**src/hw/rtl/kdp_pkg.sv**
```systemverilog
// Shared widths, the capacity reset value and the update result type for the knapsack block.
`default_nettype none
package kdp_pkg;
    localparam int CAP_W           = 12;
    localparam int WEIGHT_W        = 16;
    localparam int VALUE_W         = 16;
    localparam int BEST_W          = 32;
    localparam int TABLE_DEPTH_DEF = 4096;
    localparam logic [CAP_W-1:0] CAP_RESET = 12'hFFF;

    typedef struct packed {
        logic              we;
        logic [BEST_W-1:0] data;
    } t_upd;
endpackage
`default_nettype wire

```
**src/hw/rtl/kdp_alu.sv**
```systemverilog
// Shared update unit: saturating add of the item value and compare with the current entry.
`default_nettype none
module kdp_alu
    import kdp_pkg::*;
(
    input  wire logic               i_en,
    input  wire logic [BEST_W-1:0]  i_cur,
    input  wire logic [BEST_W-1:0]  i_lower,
    input  wire logic [VALUE_W-1:0] i_value,
    output t_upd                    o_upd
);
    logic [BEST_W:0]   sum;
    logic [BEST_W-1:0] cand;

    always_comb begin
        sum        = {1'b0, i_lower} + (BEST_W+1)'(i_value);
        cand       = sum[BEST_W] ? '1 : sum[BEST_W-1:0];
        o_upd.data = cand;
        o_upd.we   = i_en && (cand > i_cur);
    end
endmodule
`default_nettype wire

```
**config.mk**
```make
export PLATFORM = sky130hd
export DESIGN_NAME = kdp_alu
export DESIGN_NICKNAME = d
export VERILOG_FILES = /design/src/hw/rtl/kdp_pkg.sv /design/src/hw/rtl/kdp_alu.sv
export SDC_FILE = /design/constraint.sdc
export NUM_CORES = 1
export LEC_CHECK = 0
export ABC_AREA = 0
export BUFFER_PORTS_ARGS = -buffer_cell sky130_fd_sc_hd__buf_2
export CORE_AREA = 2 2 89 91
export DETAILED_ROUTE_END_ITERATION = 6
export DIE_AREA = 0 0 91 93
export GPL_TIMING_DRIVEN = 0
export SYNTH_ARGS = -nofsm -noshare
export SYNTH_HDL_FRONTEND = slang
export SYNTH_SLANG_ARGS = --single-unit
```
**constraint.sdc**
```tcl
create_clock -name vclk -period 4.3
set_input_delay 0.215 -clock vclk [all_inputs]
set_output_delay 0.215 -clock vclk [all_outputs]
set_load 0.01 [all_outputs]
```
==> results.json <==
{
  "min_delay_path_depth": 3,
  "num_vias": 2863,
  "syn_nets": 451,
  "slew_headroom_pct": 68.9,
  "hold_buffers": 0,
  "die_area_mm2": 0.00846,
  "grt_max_degree": 11,
  "synth_top_cell_by_area": "ha_1",
  "fillers": 864,
  "core_mm2": 0.00753,
  "synthDistinctLibCells": 49,
  "regArea_um2": 0,
  "crit_type": "in2out",
  "final_hold_viol_count": 0,
  "dr.pass1.iters": 4,
  "viasPerCell": 5.20,
  "post-route-period-util_pct": 97.3,
  "avgRoutedWirePerCell_um": 14.1,
  "yosysMostFrequentCell": "ha_1",
  "antenna_cells": 0,
  "area.growth.synth_to_final_pct": 45.5,
  "die_w_um": 91,
  "status": "finished, final reports clean",
  "seq_cell_count": 0,
  "n_clock_buffer": 0,
  "fin_crit_ns": 4.18,
  "grt_antenna_before_repair": 0,
  "path_max_fanout": 8,
  "end_kind": "output port",
  "synth_seq_area_share_pct": 0,
  "synthesis.instances": 321,
  "nets": 581,
  "grt_pass1_vias": 2664,
  "wirelength_um": 7740,
  "gp_congestion": 0.879,
  "drv_slew": 0,
  "leakage_nw": 1.68,
  "dpl.hpwl_um": 6380,
  "hp-class": "in2out",
  "setup_ws_ns": 0.116,
  "yosys-top-cells-count": "ha_1 (48), inv_1 (40), a21oi_1 (29), nand2_1 (29), a21o_1 (18)",
  "grt_pass1_wl_um": 12200,
  "power.density_mw_per_mm2": 140,
  "synth_top_area_share_pct": 27.4,
  "postRouteAntennaNets": 0,
  "start_util_pct": 29.2,
  "cp_data_required_time_ns": 4.09,
  "maxCapViolCount": 0,
  "dp_slack_ns": -0.217,
  "setup_tns_ns": 0,
  "grt_overflow": 0,
  "cp.arrival_ns": 3.97,
  "ys_top_cells_by_area": "ha_1 (27%), inv_1 (6.8%), a21oi_1 (6.6%)",
  "startpoint_type": "input port",
  "final-setup-viol-count": 0,
  "rows": 32,
  "top_level_ports": 114,
  "fmaxAchievable_ghz": 0.239,
  "worst_pin_slew_ns": 0.462,
  "syn_avg_cell_area_um2": 6.84,
  "hold_path_end": "o_upd[32]",
  "portBuffers": 114,
  "drcViolationCount": 0,
  "grt_usage_pct": 16.9,
  "layout-drive-gt1-share_pct": 36.3,
  "synth_area_mm2": 0.00220,
  "drt-initial-drc-count": 100,
  "min_from": "i_en",
  "die_h_um": 93,
  "peakVddDrop_mv": 0.0662,
  "yosysWarnings": 0
}
cell usage in the layout, fill, tap and decap left out, types with 4 or more instances in the layout:
cell,netlist,routed
buf_2,3,115
inv_1,40,40
ha_1,48,40
nand2_1,29,28
a21oi_1,29,25
a21o_1,18,18
buf_4,1,16
nand4_1,14,14
o21ai_0,14,14
nand3_1,14,13
a31oi_1,9,9
nor2_1,8,7
and3_1,6,6
ha_4,0,6
nor3_1,5,5
a21boi_0,6,5
xnor2_1,5,5
nor2b_1,5,5
o211ai_1,4,4
or3_1,4,4
a41oi_1,4,4
report_power, final:
part / total [W] / leakage (nW) / switching [W] / internal (W)
Combinational: 0.000446 / 1.68 / 0.000243 / 0.000203
Sequential: 0 / 0 / 0 / 0
Clock: 0 / 0 / 0 / 0
Total: 0.000446 / 1.68 / 0.000243 / 0.000203
stage by stage:
stage                     utilization, %  hold slack (ns)  area [µm²]  cells  power [W]
after floorplan                        -            0.565        2200    321   0.000257
after global placement              38.4            0.770        2890    537   0.000395
after detailed placement            38.4            0.766        2890    537   0.000402
after CTS                           39.5            0.771        2980    543   0.000414
after global routing                42.5            0.788        3200    551   0.000500
final                               42.5            0.774        3200    551   0.000446
layout make-up:
cell class                      instances  area, µm²  share of cell area (%)
Buffer                                  6       46.3                    1.45
Inverter                               40        150                    4.70
Multi-Input combinational cell        274       2190                    68.5
Tap cell                              102        128                    3.99
Timing Repair Buffer                  129        683                    21.4
how the worst max path moves through the flow:
stage / from / endpoint / slack, ns
after detailed placement: i_lower[0] / o_upd[32] / -0.22
after floorplan: i_lower[7] / o_upd[32] / 0.37
after global routing: i_lower[7] / o_upd[32] / -0.02
after CTS: i_lower[8] / o_upd[32] / 0.05
final: i_lower[7] / o_upd[32] / 0.12
after global placement: i_lower[13] / o_upd[32] / -0.20
cells by family (layout without fill, tap and decap cells):
logic type	after synthesis	count (layout)	share of synthesized area (%)
buffers and inverters	47	175	8.38
adders and majority gates	49	49	28.3
AOI/OAI and AO/OA	104	104	30.8
xor gates and xnor gates	8	8	3.19
muxes	5	5	2.34
and+or+nand+nor	108	108	27.0
what timing repair did:
action,in CTS,in global routing
setup buffers,6,9
endpoints found under the setup margin,1,1
resized for setup,12,30
pin swaps,3,11
hold endpoints to repair,0,0
worst max-delay path, cell delays in order:
cell and delay [ns]:
buf_2 0.10, ha_1 0.28, buf_6 0.13, nand3_4 0.07, or3_4 0.33, or3b_4 0.42, a211o_4 0.38, a21oi_4 0.14
mux2i_2 0.27, ha_1 0.20, nand4_1 0.18, or2_4 0.31, nor2_4 0.09, nand2_2 0.06, or4_1 0.51, o211a_1 0.13
buf_2 0.14
per-layer routing:
metal	vias up	routed length [µm]	track usage, %
li1	1464	-	-
met3	6	401	1.29
met2	80	3700	30.4
met5	-	0	0
met1	1313	3580	22.8
met4	0	59	1.77
Note: power is estimated with default switching activity, not from simulation.
